===== src/rtl/core/taa_pkg.sv =====
// Shared types, constants and tables for the tilt angle averager.
`timescale 1ns / 1ps
package taa_pkg;

  localparam int AvgCount    = 100;
  localparam int RingDepth   = 1000;
  localparam int CordicSteps = 16;

  // Reciprocals for the constant divisions; exact over the sum and ring total ranges.
  localparam int     AvgShift  = 24;
  localparam longint AvgRecip  = ((64'sd1 <<< AvgShift) + AvgCount - 1) / AvgCount;
  localparam int     MeanShift = 26;
  localparam longint MeanRecip = ((64'sd1 <<< (MeanShift + 16)) + RingDepth - 1) / RingDepth;

  // Register map.
  localparam logic [0:0] REG_SPAN_LOW  = 1'b0;
  localparam logic [0:0] REG_SPAN_HIGH = 1'b1;

  typedef struct packed {
    logic signed [15:0] accel_x;
    logic signed [15:0] accel_y;
    logic signed [15:0] accel_z;
  } taa_in_t;

  typedef struct packed {
    logic signed [7:0] pitch_deg;
    logic signed [7:0] roll_deg;
    logic signed [7:0] incline_pct;
    logic              updated;
  } taa_out_t;

  // CORDIC unit request: vectoring (atan2) or rotation (tan).
  typedef struct packed {
    logic               start;
    logic               rotate;
    logic signed [47:0] x0;
    logic signed [47:0] y0;
    logic signed [31:0] z0;
  } taa_cordic_req_t;

  typedef struct packed {
    logic               done;
    logic signed [47:0] x;
    logic signed [47:0] y;
    logic signed [31:0] z;
  } taa_cordic_rsp_t;

  // atan(2^-i) in Q16 degrees.
  function automatic logic [21:0] angle_tab(input logic [3:0] i);
    case (i)
      4'd0:  angle_tab = 22'd2949120;
      4'd1:  angle_tab = 22'd1740967;
      4'd2:  angle_tab = 22'd919879;
      4'd3:  angle_tab = 22'd466945;
      4'd4:  angle_tab = 22'd234379;
      4'd5:  angle_tab = 22'd117304;
      4'd6:  angle_tab = 22'd58666;
      4'd7:  angle_tab = 22'd29335;
      4'd8:  angle_tab = 22'd14668;
      4'd9:  angle_tab = 22'd7334;
      4'd10: angle_tab = 22'd3667;
      4'd11: angle_tab = 22'd1833;
      4'd12: angle_tab = 22'd917;
      4'd13: angle_tab = 22'd458;
      4'd14: angle_tab = 22'd229;
      default: angle_tab = 22'd115;
    endcase
  endfunction

endpackage


===== src/rtl/core/taa_cordic.sv =====
// Shared iterative CORDIC: one micro-rotation per cycle, vectoring or rotation mode.
`timescale 1ns / 1ps
module taa_cordic
  import taa_pkg::*;
(
  input  logic            clk,
  input  logic            rst,
  input  taa_cordic_req_t req,
  output taa_cordic_rsp_t rsp
);

  logic               busy;
  logic               finished;
  logic               rotate;
  logic [3:0]         step;
  logic signed [47:0] x, y;
  logic signed [31:0] z;
  logic               dir_pos;
  logic signed [47:0] dx, dy;
  logic signed [31:0] ang;

  assign dx      = y >>> step;
  assign dy      = x >>> step;
  assign ang     = $signed({10'd0, angle_tab(step)});
  assign dir_pos = rotate ? (z >= 0) : (y >= 0);

  always_ff @(posedge clk) begin
    if (rst) begin
      busy     <= 1'b0;
      step     <= '0;
      finished <= 1'b0;
    end else begin
      finished <= 1'b0;
      if (req.start) begin
        busy   <= 1'b1;
        step   <= '0;
        rotate <= req.rotate;
        x      <= req.x0;
        y      <= req.y0;
        z      <= req.z0;
      end else if (busy) begin
        if (rotate) begin
          x <= dir_pos ? x - dx : x + dx;
          y <= dir_pos ? y + dy : y - dy;
          z <= dir_pos ? z - ang : z + ang;
        end else begin
          x <= dir_pos ? x + dx : x - dx;
          y <= dir_pos ? y - dy : y + dy;
          z <= dir_pos ? z + ang : z - ang;
        end
        step <= step + 4'd1;
        if (step == 4'(CordicSteps - 1)) begin
          busy     <= 1'b0;
          finished <= 1'b1;
        end
      end
    end
  end

  assign rsp.done = finished;
  assign rsp.x    = x;
  assign rsp.y    = y;
  assign rsp.z    = z;

endmodule


===== config.mk =====
export PLATFORM = sky130hd
export DESIGN_NAME = taa_cordic
export DESIGN_NICKNAME = d
export VERILOG_FILES = /design/src/rtl/core/taa_pkg.sv /design/src/rtl/core/taa_cordic.sv
export SDC_FILE = /design/constraint.sdc
export NUM_CORES = 1
export LEC_CHECK = 0
export BUFFER_PORTS_ARGS = -buffer_cell sky130_fd_sc_hd__buf_2
export CAP_MARGIN = 20
export CORE_MARGIN = 3
export CORE_UTILIZATION = 42
export DETAILED_ROUTE_END_ITERATION = 10
export HOLD_SLACK_MARGIN = 0.03
export PLACE_DENSITY_LB_ADDON = 0.05
export SLEW_MARGIN = 20
export SYNTH_ARGS = -nofsm -noshare
export SYNTH_HDL_FRONTEND = slang
export SYNTH_SLANG_ARGS = --single-unit

===== constraint.sdc =====
create_clock -name clk -period 7.1 [get_ports clk]
set_input_delay 0.355 -clock clk [delete_from_list [all_inputs] [get_ports clk]]
set_output_delay 0.355 -clock clk [all_outputs]
set_load 0.05 [all_outputs]

==> out/metrics.cfg <==
[drt]
ant_nets = 0
vias = 25370
firstDrtPassIters = 5
routed_wl_um = 97690
drtIter0Drc = 2011
wl_per_cell_um = 23.67
drc = 0
routed_via_density = 6.146

[worst_setup_path]
path_max_fanout = 48
cp_cell_sequence = inv_1 -> a211oi_1 -> a21oi_1 -> mux2_2 -> or2_2 -> o21ai_0 -> ha_1 -> nand2b_1 -> a221oi_1 -> o32a_1 -> o2111ai_1 -> a2111oi_2 -> o211ai_1 -> a21oi_1 -> o31ai_1 -> xnor2_1 -> mux2_2
endpoint_kind = flop
critPathKind = flop to flop
critical_path_arrival_ns = 6.54
critical-path-top-delay-family = compound AO/OA/AOI/OAI gates
start_kind = flop
cpMaxStageDelayCell = dfxtp_4
worstPathRequired_ns = 7.37
critPathMaxStageDelay_ns = 0.86
critPathBufInv = 1

[clocking]
htree_levels = 4
clk_pin_slew_ns = 0.09
root_buffer = clkbuf_16
insertion_delay_ns = 0.52
clock_path_buffers = 2
cts_tree = yes
post_cts_resized = 0
numClockSinks = 157
numCtsBuffers = 17

[placed_design]
dpl.hpwl_um = 77250
io_buffers = 260
dp_cells = 4094
gp_congestion = 0.9539

[timing]
finalCritPeriodShare_pct = 88.42
period_needed_ns = 6.278
fmax_mhz = 159.3
final.setup.tns_ns = 0
skew_ns = 0.02006
report.final.setup_viol = 0
holdWs_ns = 0.1095
finalHoldViolCount = 0
maxSlewHeadroom_pct = 29.33
tightest_slew_ns = 1.060
slew_viol_final = 0
rsz0062_at_grt = no

[floorplanning]
io_pins = 261
dieHeight_um = 249.6
die-area_mm2 = 0.06229
row_count = 88
initial_core_util_pct = 42.78
die_x_um = 249.6
core-area_mm2 = 0.05825

[layout]
final_common_cell = a21oi_1
synthToLayoutAreaGrowth_pct = 9.143
final_cell_mix = 319 x a21oi_1, 304 x nand2_1, 281 x o21ai_0
final-seq-area_mm2 = 0.004447
layout.cells.non_filler = 4127
n_fill_cell = 6000
multi_input_area_mm2 = 0.01870
n_antenna_cell = 0
drive_gt1_share_pct = 16.69
nets = 3743

[status]
status = completed

[global_routing]
track_usage_pct = 30.39
antenna_found_initial = 5
grt_pass1_wl_um = 149100
grt_pass1_vias = 24680
globalRoute.totalOverflow = 0
grt_start_max_net_pins = 89

[yosys]
yosysWarnings = 0
avgSynthCellArea_um2 = 7.670
synth-edff-count = 129
syn_nets = 3643
synth-main-ff-cell = edfxtp_1
seq_area_frac_synth_pct = 17.79
syn-cell-area_mm2 = 0.02492
synth_top_area_share_pct = 15.55
async_flop_share_pct = 0
synth_cell_types = 96
yosysTopAreaCell = edfxtp_1
synth.area.top_cells = edfxtp_1 16%, ha_1 13%, a21oi_1 6.4%, mux4_2 5.9%, o21ai_0 5.6%
synthCells = 3249
ys_ff_latch = 157

[pwr]
ir_drop_mv = 0.2227
totalPowerFinal_mw = 7.068
pwr-share-clk_pct = 14.4
pwr-share-seq_pct = 20.6
p_switching_mw = 3.798
power_density_mw_per_mm2 = 259.9
swShare_pct = 53.74
pwr-share-comb_pct = 65.0
internal_power_mw = 3.270
power.leakage_nw = 11.23

[flow_run]
cap_violations = 0

[worst_hold_path]
hp-class = primary input to flop

stage by stage:
stage | area, µm² | util [%] | setup slack [ns]
final | 27200 | 46.69 | 0.8222
after global routing | 27200 | 46.69 | 0.3006
after CTS | 27200 | 46.69 | 0.8639
after detailed placement | 26570 | 45.61 | 0.8996
after global placement | 26570 | 45.61 | 1.066
after floorplan | 24920 | - | 1.822
sequential cells by signal (all words and copies together), names as in the netlist:
name / count
step: 4
finished: 1
busy: 1
y: 48
ang: 22
rotate: 1
x: 48
z: 32
power by group through the flow:
stage                     clock network [mW]  registers (mW)  logic, mW
after floorplan                            0            1.65       3.05
after global placement                     0            1.47       4.52
after detailed placement                   0            1.48       4.51
after CTS                               1.05            1.46       4.54
after global routing                    1.08            1.47       5.01
final                                   1.02            1.46       4.59
final cells by class:
type	instances	share of cell area, %
Timing Repair Buffer	280	5.369
Inverter	269	3.713
Clock buffer	17	1.564
Sequential cell	157	16.35
Clock inverter	15	0.7131
Multi-Input combinational cell	2624	68.77
Tap cell	765	3.519
path summary, 6_finish.rpt:
path,from,to,slack (ns),cells after the start
max,step[0],y[39],0.82,17
min,req[56],y[24],0.11,3
max reg2reg,step[0],y[39],0.82,17
min reg2reg,busy,finished,0.66,1
cell families (layout without fill, tap and decap cells):
kind of cell | after synthesis | count (layout) | share of synthesized area [%]
AO/OA/AOI/OAI | 1082 | 1082 | 27.29
AND/OR/NAND/NOR | 944 | 944 | 17.74
XOR/XNOR | 124 | 124 | 4.358
multiplexers | 212 | 212 | 12.23
flip-flops | 157 | 157 | 17.79
buffers and inverters | 468 | 581 | 7.250
adder cells (fa/ha/maj) | 262 | 262 | 13.34
Yosys cell counts (57+ instances only):
| cell | n |
|---|---|
| a21oi_1 | 320 |
| ha_1 | 256 |
| nor2_1 | 251 |
| o21ai_0 | 281 |
| nand2_1 | 304 |
| mux2i_1 | 57 |
| mux2_2 | 89 |
| edfxtp_1 | 129 |
| inv_1 | 262 |
| xnor2_1 | 98 |
| nor3_1 | 70 |
| clkbuf_1 | 151 |
| mux4_2 | 65 |
worst min-delay path: stages:
cell and delay, ns:
buf_2 0.08, nand2_1 0.05, nand2_1 0.04
routing by layer:
layer | global-route usage [%] | vias to the layer above | wire length (µm) | part of all wire, %
li1 | - | 12050 | - | -
met3 | 4.398 | 128 | 5586 | 5.7
met2 | 52.38 | 937 | 47070 | 48
met5 | 0 | - | 39 | 0.040
met1 | 39.70 | 12250 | 42460 | 43
met4 | 8.223 | 6 | 2533 | 2.6
timing repair:
item                                    CTS  global route
setup buffers                             0             0
hold endpoints to repair                  1             0
hold buffers                              1             0
endpoints found under the setup margin    0             0
Note: power is estimated with default switching activity, not from simulation.
