[src/rtl/core/taa_pkg.sv]
// Shared types, constants and tables for the tilt angle averager.
`timescale 1ns / 1ps
package taa_pkg;

  localparam int AvgCount    = 100;
  localparam int RingDepth   = 1000;
  localparam int CordicSteps = 16;

  // Reciprocals for the constant divisions; exact over the sum and ring total ranges.
  localparam int     AvgShift  = 24;
  localparam longint AvgRecip  = ((64'sd1 <<< AvgShift) + AvgCount - 1) / AvgCount;
  localparam int     MeanShift = 26;
  localparam longint MeanRecip = ((64'sd1 <<< (MeanShift + 16)) + RingDepth - 1) / RingDepth;

  // Register map.
  localparam logic [0:0] REG_SPAN_LOW  = 1'b0;
  localparam logic [0:0] REG_SPAN_HIGH = 1'b1;

  typedef struct packed {
    logic signed [15:0] accel_x;
    logic signed [15:0] accel_y;
    logic signed [15:0] accel_z;
  } taa_in_t;

  typedef struct packed {
    logic signed [7:0] pitch_deg;
    logic signed [7:0] roll_deg;
    logic signed [7:0] incline_pct;
    logic              updated;
  } taa_out_t;

  // CORDIC unit request: vectoring (atan2) or rotation (tan).
  typedef struct packed {
    logic               start;
    logic               rotate;
    logic signed [47:0] x0;
    logic signed [47:0] y0;
    logic signed [31:0] z0;
  } taa_cordic_req_t;

  typedef struct packed {
    logic               done;
    logic signed [47:0] x;
    logic signed [47:0] y;
    logic signed [31:0] z;
  } taa_cordic_rsp_t;

  // atan(2^-i) in Q16 degrees.
  function automatic logic [21:0] angle_tab(input logic [3:0] i);
    case (i)
      4'd0:  angle_tab = 22'd2949120;
      4'd1:  angle_tab = 22'd1740967;
      4'd2:  angle_tab = 22'd919879;
      4'd3:  angle_tab = 22'd466945;
      4'd4:  angle_tab = 22'd234379;
      4'd5:  angle_tab = 22'd117304;
      4'd6:  angle_tab = 22'd58666;
      4'd7:  angle_tab = 22'd29335;
      4'd8:  angle_tab = 22'd14668;
      4'd9:  angle_tab = 22'd7334;
      4'd10: angle_tab = 22'd3667;
      4'd11: angle_tab = 22'd1833;
      4'd12: angle_tab = 22'd917;
      4'd13: angle_tab = 22'd458;
      4'd14: angle_tab = 22'd229;
      default: angle_tab = 22'd115;
    endcase
  endfunction

endpackage

[src/rtl/core/taa_divider.sv]
// Shared restoring divider: signed quotient truncated toward zero, one bit a cycle.
`timescale 1ns / 1ps
module taa_divider
  import taa_pkg::*;
(
  input  logic               clk,
  input  logic               rst,
  input  logic               start,
  input  logic signed [63:0] dividend,
  input  logic signed [47:0] divisor,
  output logic               done,
  output logic signed [63:0] quotient
);

  logic        busy;
  logic [5:0]  cnt;
  logic [63:0] q;
  logic [64:0] rem;
  logic [47:0] dvs;
  logic        neg;
  logic [64:0] shifted;
  logic [64:0] trial;

  assign shifted = {rem[63:0], q[63]};
  assign trial   = shifted - {17'd0, dvs};

  always_ff @(posedge clk) begin
    if (rst) begin
      busy <= 1'b0;
      done <= 1'b0;
      cnt  <= '0;
    end else begin
      done <= 1'b0;
      if (start) begin
        busy <= 1'b1;
        cnt  <= '0;
        q    <= dividend[63] ? 64'(-dividend) : dividend;
        dvs  <= divisor[47] ? 48'(-divisor) : divisor;
        neg  <= dividend[63] ^ divisor[47];
        rem  <= '0;
      end else if (busy) begin
        if (!trial[64]) begin
          rem <= trial;
          q   <= {q[62:0], 1'b1};
        end else begin
          rem <= shifted;
          q   <= {q[62:0], 1'b0};
        end
        cnt <= cnt + 6'd1;
        if (cnt == 6'd63) begin
          busy <= 1'b0;
          done <= 1'b1;
        end
      end
    end
  end

  assign quotient = neg ? -$signed(q) : $signed(q);

endmodule

[config.mk]
export PLATFORM = sky130hd
export DESIGN_NAME = taa_divider
export DESIGN_NICKNAME = d
export VERILOG_FILES = /design/src/rtl/core/taa_pkg.sv /design/src/rtl/core/taa_divider.sv
export SDC_FILE = /design/constraint.sdc
export NUM_CORES = 1
export LEC_CHECK = 0
export BUFFER_PORTS_ARGS = -buffer_cell sky130_fd_sc_hd__buf_2
export CAP_MARGIN = 20
export CORE_UTILIZATION = 33
export DETAILED_ROUTE_END_ITERATION = 7
export GPL_ROUTABILITY_DRIVEN = 1
export MAX_ROUTING_LAYER = met4
export SLEW_MARGIN = 0
export SYNTH_ARGS = -nofsm -noshare
export SYNTH_HDL_FRONTEND = slang
export SYNTH_SLANG_ARGS = --single-unit
[constraint.sdc]
create_clock -name clk -period 7.8 [get_ports clk]
set_input_delay 0.78 -clock clk [delete_from_list [all_inputs] [get_ports clk]]
set_output_delay 0.78 -clock clk [all_outputs]
set_load 0.01 [all_outputs]
==> impl_metrics.tcl <==
set metrics [dict create \
    status "finished, final reports clean" \
    power_density_mw_per_mm2 183.2 \
    drt_iter0_markers 1107 \
    worst_pin_slew_ns 0.8058 \
    finalCritPeriodShare 0.7043 \
    drc 0 \
    initial_utilization 0.3343 \
    firstDrtPassIters 7 \
    ir_worst_vdd_v 0.00009968 \
    drv_slew 0 \
    crit_arrival_ns 4.71 \
    synth_cell_types 67 \
    required_ns 7.02 \
    reg2regPathDepth 11 \
    synth-seq-area-share 0.3810 \
    worst-path-max-fanout 6 \
    synth_top_area_share 0.3699 \
    cp_top_family "simple AND/OR/NAND/NOR gates" \
    grtUsageMet1 0.2353 \
    ys.flop_type "edfxtp_1" \
    sw_frac_of_total 0.3297 \
    grt_pass1_wl_mm 61.80 \
    p_leak_uw 0.006062 \
    grt_overflow_total 0 \
    cts_root_buf "clkbuf_16" \
    slowest_delay_ns 0.68 \
    wl_mm 38.45 \
    synth_top_area_cell "edfxtp_1" \
    grt_setup_unrepaired "false" \
    grt_use_met3 0.02542 \
    place_inst 2330 \
    synth_edf_count 177 \
    rows 76 \
    crit_path_start_kind "flop" \
    post-cts-setup-buffers 0 \
    setup_viol 0 \
    syn-cell-area_mm2 0.01437 \
    cp-end-kind "output port" \
    finalNonFillerCells 2366 \
    viasPerCell 5.309 \
    die_x_um 210.7 \
    grt_busiest_layer "met2" \
    r2r-end "rem[61]$_SDFFCE_PP0P_" \
    p_seq_frac 0.416 \
    place_congestion 0.8819 \
    fin_worst_skew_ns 0.01665 \
    core-area_mm2 0.04298 \
    vias 12560 \
    hold_viol 0 \
    worstHoldStart "cnt[5]$_SDFFE_PP0P_" \
    max_slew_margin 0.4578 \
    h-tree-depth 4 \
    numPortBuffers 179 \
    path_cells "or3_4, or4b_2, or4_1, or2_2, or3_1, nor3_1, a21boi_1, a21oi_1, xnor2_1, buf_2" \
    track_usage 0.1781 \
    cts_tree "built" \
    min_period_ns 5.493 \
    syn_area_per_cell_um2 8.746 \
    cts_made_buffers 17 \
    hold_path_end "cnt[5]$_SDFFE_PP0P_" \
    fp.dieH_um 210.7 \
    whs_ns 0.5076 \
    die_area_mm2 0.04438 \
    crit_type "reg2out" \
    clk_pin_slew_worst_paths_ns 0.08 \
    areaGrowthSynthToFinish_pct 14.18 \
    synth_nets 1811 \
    reg2reg_slack_ns 3.07 \
    first_global_vias 11790 \
    drive_gt1_frac 0.1484 \
    clockPowerShare 0.305 \
    fmax_mhz 182.0 \
    ctsResizeCount 0 \
    drv_cap 0 \
    p_sw_uw 990.9 \
    hpwl_mm 28.65 \
    antenna_left 0 \
    num-nets-final 1934 \
    ys_ff_latch 185 \
    grt_antenna_before_repair 2 \
    p_int_uw 2014 \
    path_buf_inv 1 \
    fin_area_mm2 0.01641 \
    synthCells 1643 \
    fin_setup_tns_ns 0 \
    hold_path.class "reg2reg" \
    placed_cell_area_mm2 0.01575 \
    synth_area_leaders "edfxtp_1 37%, xnor2_1 7.8%, a21oi_1 6.2%" \
    ys_warn_count 0 \
    insertion_delay_ns 0.46 \
    crit_path_top_delay_cell "or4b_2" \
    hold_buffers 0 \
    use_met2 0.2804 \
    min_path_cells 2 \
    r2r-start "rem[42]$_SDFFCE_PP0P_" \
    clockBufferDepth 2 \
    routedWlPerCell_um 16.25 \
    numClockSinks 185 \
    io_pins 180 \
    combPwrFrac 0.279 \
    grt_start_max_net_pins 113 \
    async_reset_ff_frac 0 \
]
[synthesized netlist by cell type, types with 4 or more instances]
library cell	instances
a211oi_1	11
a21boi_0	4
a21o_1	26
a21oi_1	177
a31oi_1	8
and2_1	8
and3_1	8
and4_1	4
buf_1	7
clkbuf_1	76
dfxtp_1	8
edfxtp_1	177
ha_1	52
inv_1	73
mux2_2	8
mux2i_1	4
nand2_1	177
nand2b_1	22
nand3_1	25
nand3b_1	8
nand4_1	22
nor2_1	137
nor2b_1	9
nor3_1	36
nor4_1	25
nor4b_1	7
o211ai_1	5
o21a_1	8
o21ai_0	92
o21bai_1	14
o31ai_1	48
o41ai_1	24
or2_2	12
or3_1	33
or3_4	4
or4_1	29
or4_4	4
xnor2_1	128
xor2_1	79
[layout make-up]
| type | count | area, um2 |
|---|---|---|
| Antenna cell | 2 | 5.005 |
| Clock buffer | 17 | 425.4 |
| Clock inverter | 15 | 181.4 |
| Fill cell | 4421 | 26570 |
| Inverter | 73 | 274.0 |
| Multi-Input combinational cell | 1299 | 8297 |
| Sequential cell | 185 | 5475 |
| Tap cell | 585 | 732.0 |
| Timing Repair Buffer | 190 | 1017 |
[sequential cells by signal, indices dropped and copies added, names as in the netlist]
signal  flops
cnt         6
q          64
neg         1
busy        1
rem        64
done        1
dvs        48
[metrics by stage]
stage / setup WS [ns] / util / total power [uW]
floorplan: 0.4484 / - / 1852
global placement: 2.936 / 0.3664 / 2089
detailed placement: 2.777 / 0.3664 / 2098
CTS: 2.270 / 0.3805 / 3025
global route: 2.055 / 0.3817 / 3173
finish: 2.307 / 0.3817 / 3005
[layer usage]
layer / share of wire / routed length, um
met5: 0 / 0
met4: 0.023 / 885
met3: 0.048 / 1839
met2: 0.45 / 17470
met1: 0.47 / 18250
[worst max-delay path by stage]
stage	to	cells past startpoint	startpoint
after floorplan	q[0]$_DFFE_PP_	4	start
final	quotient[51]	10	q[5]$_DFFE_PP_
after global placement	quotient[63]	10	q[5]$_DFFE_PP_
after global routing	quotient[51]	10	q[5]$_DFFE_PP_
after detailed placement	quotient[51]	10	q[5]$_DFFE_PP_
after CTS	quotient[51]	10	q[5]$_DFFE_PP_
[cell usage in the layout (no fill, tap or decap), types with 9 or more instances in the layout]
cell       instances
nor3_1            36
nor2b_1            9
nand2_1          176
nand4_1           22
o31ai_1           48
xor2_1            79
edfxtp_1         177
nor2_1           135
or2_2             12
nand3_1           25
o21ai_0           92
o21bai_1          14
a211oi_1          11
buf_4              9
nor4_1            25
xnor2_1          128
o41ai_1           24
nand2b_1          22
or4_1             29
ha_1              52
or3_1             33
a21oi_1          177
clkbuf_16         17
inv_1             73
a21o_1            26
buf_2            178
[tightest hold or removal path, delay by kind of cell (launching register included)]
kind	cells	cell delay, ns
AOI/OAI and AO/OA	2	0.14
DFF	1	0.32
[power groups by stage]
stage	combinational, uW	clock [uW]	sequential [uW]
final	839	917	1250
after global routing	934	980	1260
after CTS	833	944	1250
after detailed placement	827	0	1270
after global placement	820	0	1270
after floorplan	594	0	1260
[cells by family (layout without fill, tap and decap cells)]
logic type,count (synthesis),count (layout),share of synthesized area
and+or+nand+nor,581,581,0.2034
AOI/OAI and AO/OA,446,446,0.1909
xor gates and xnor gates,207,207,0.1262
DFF,185,185,0.3810
buffers and inverters,159,295,0.04284
adders and majority gates,53,53,0.04667
muxes,12,12,0.009056
other,0,2,0
(Power assumes the default switching activity.)
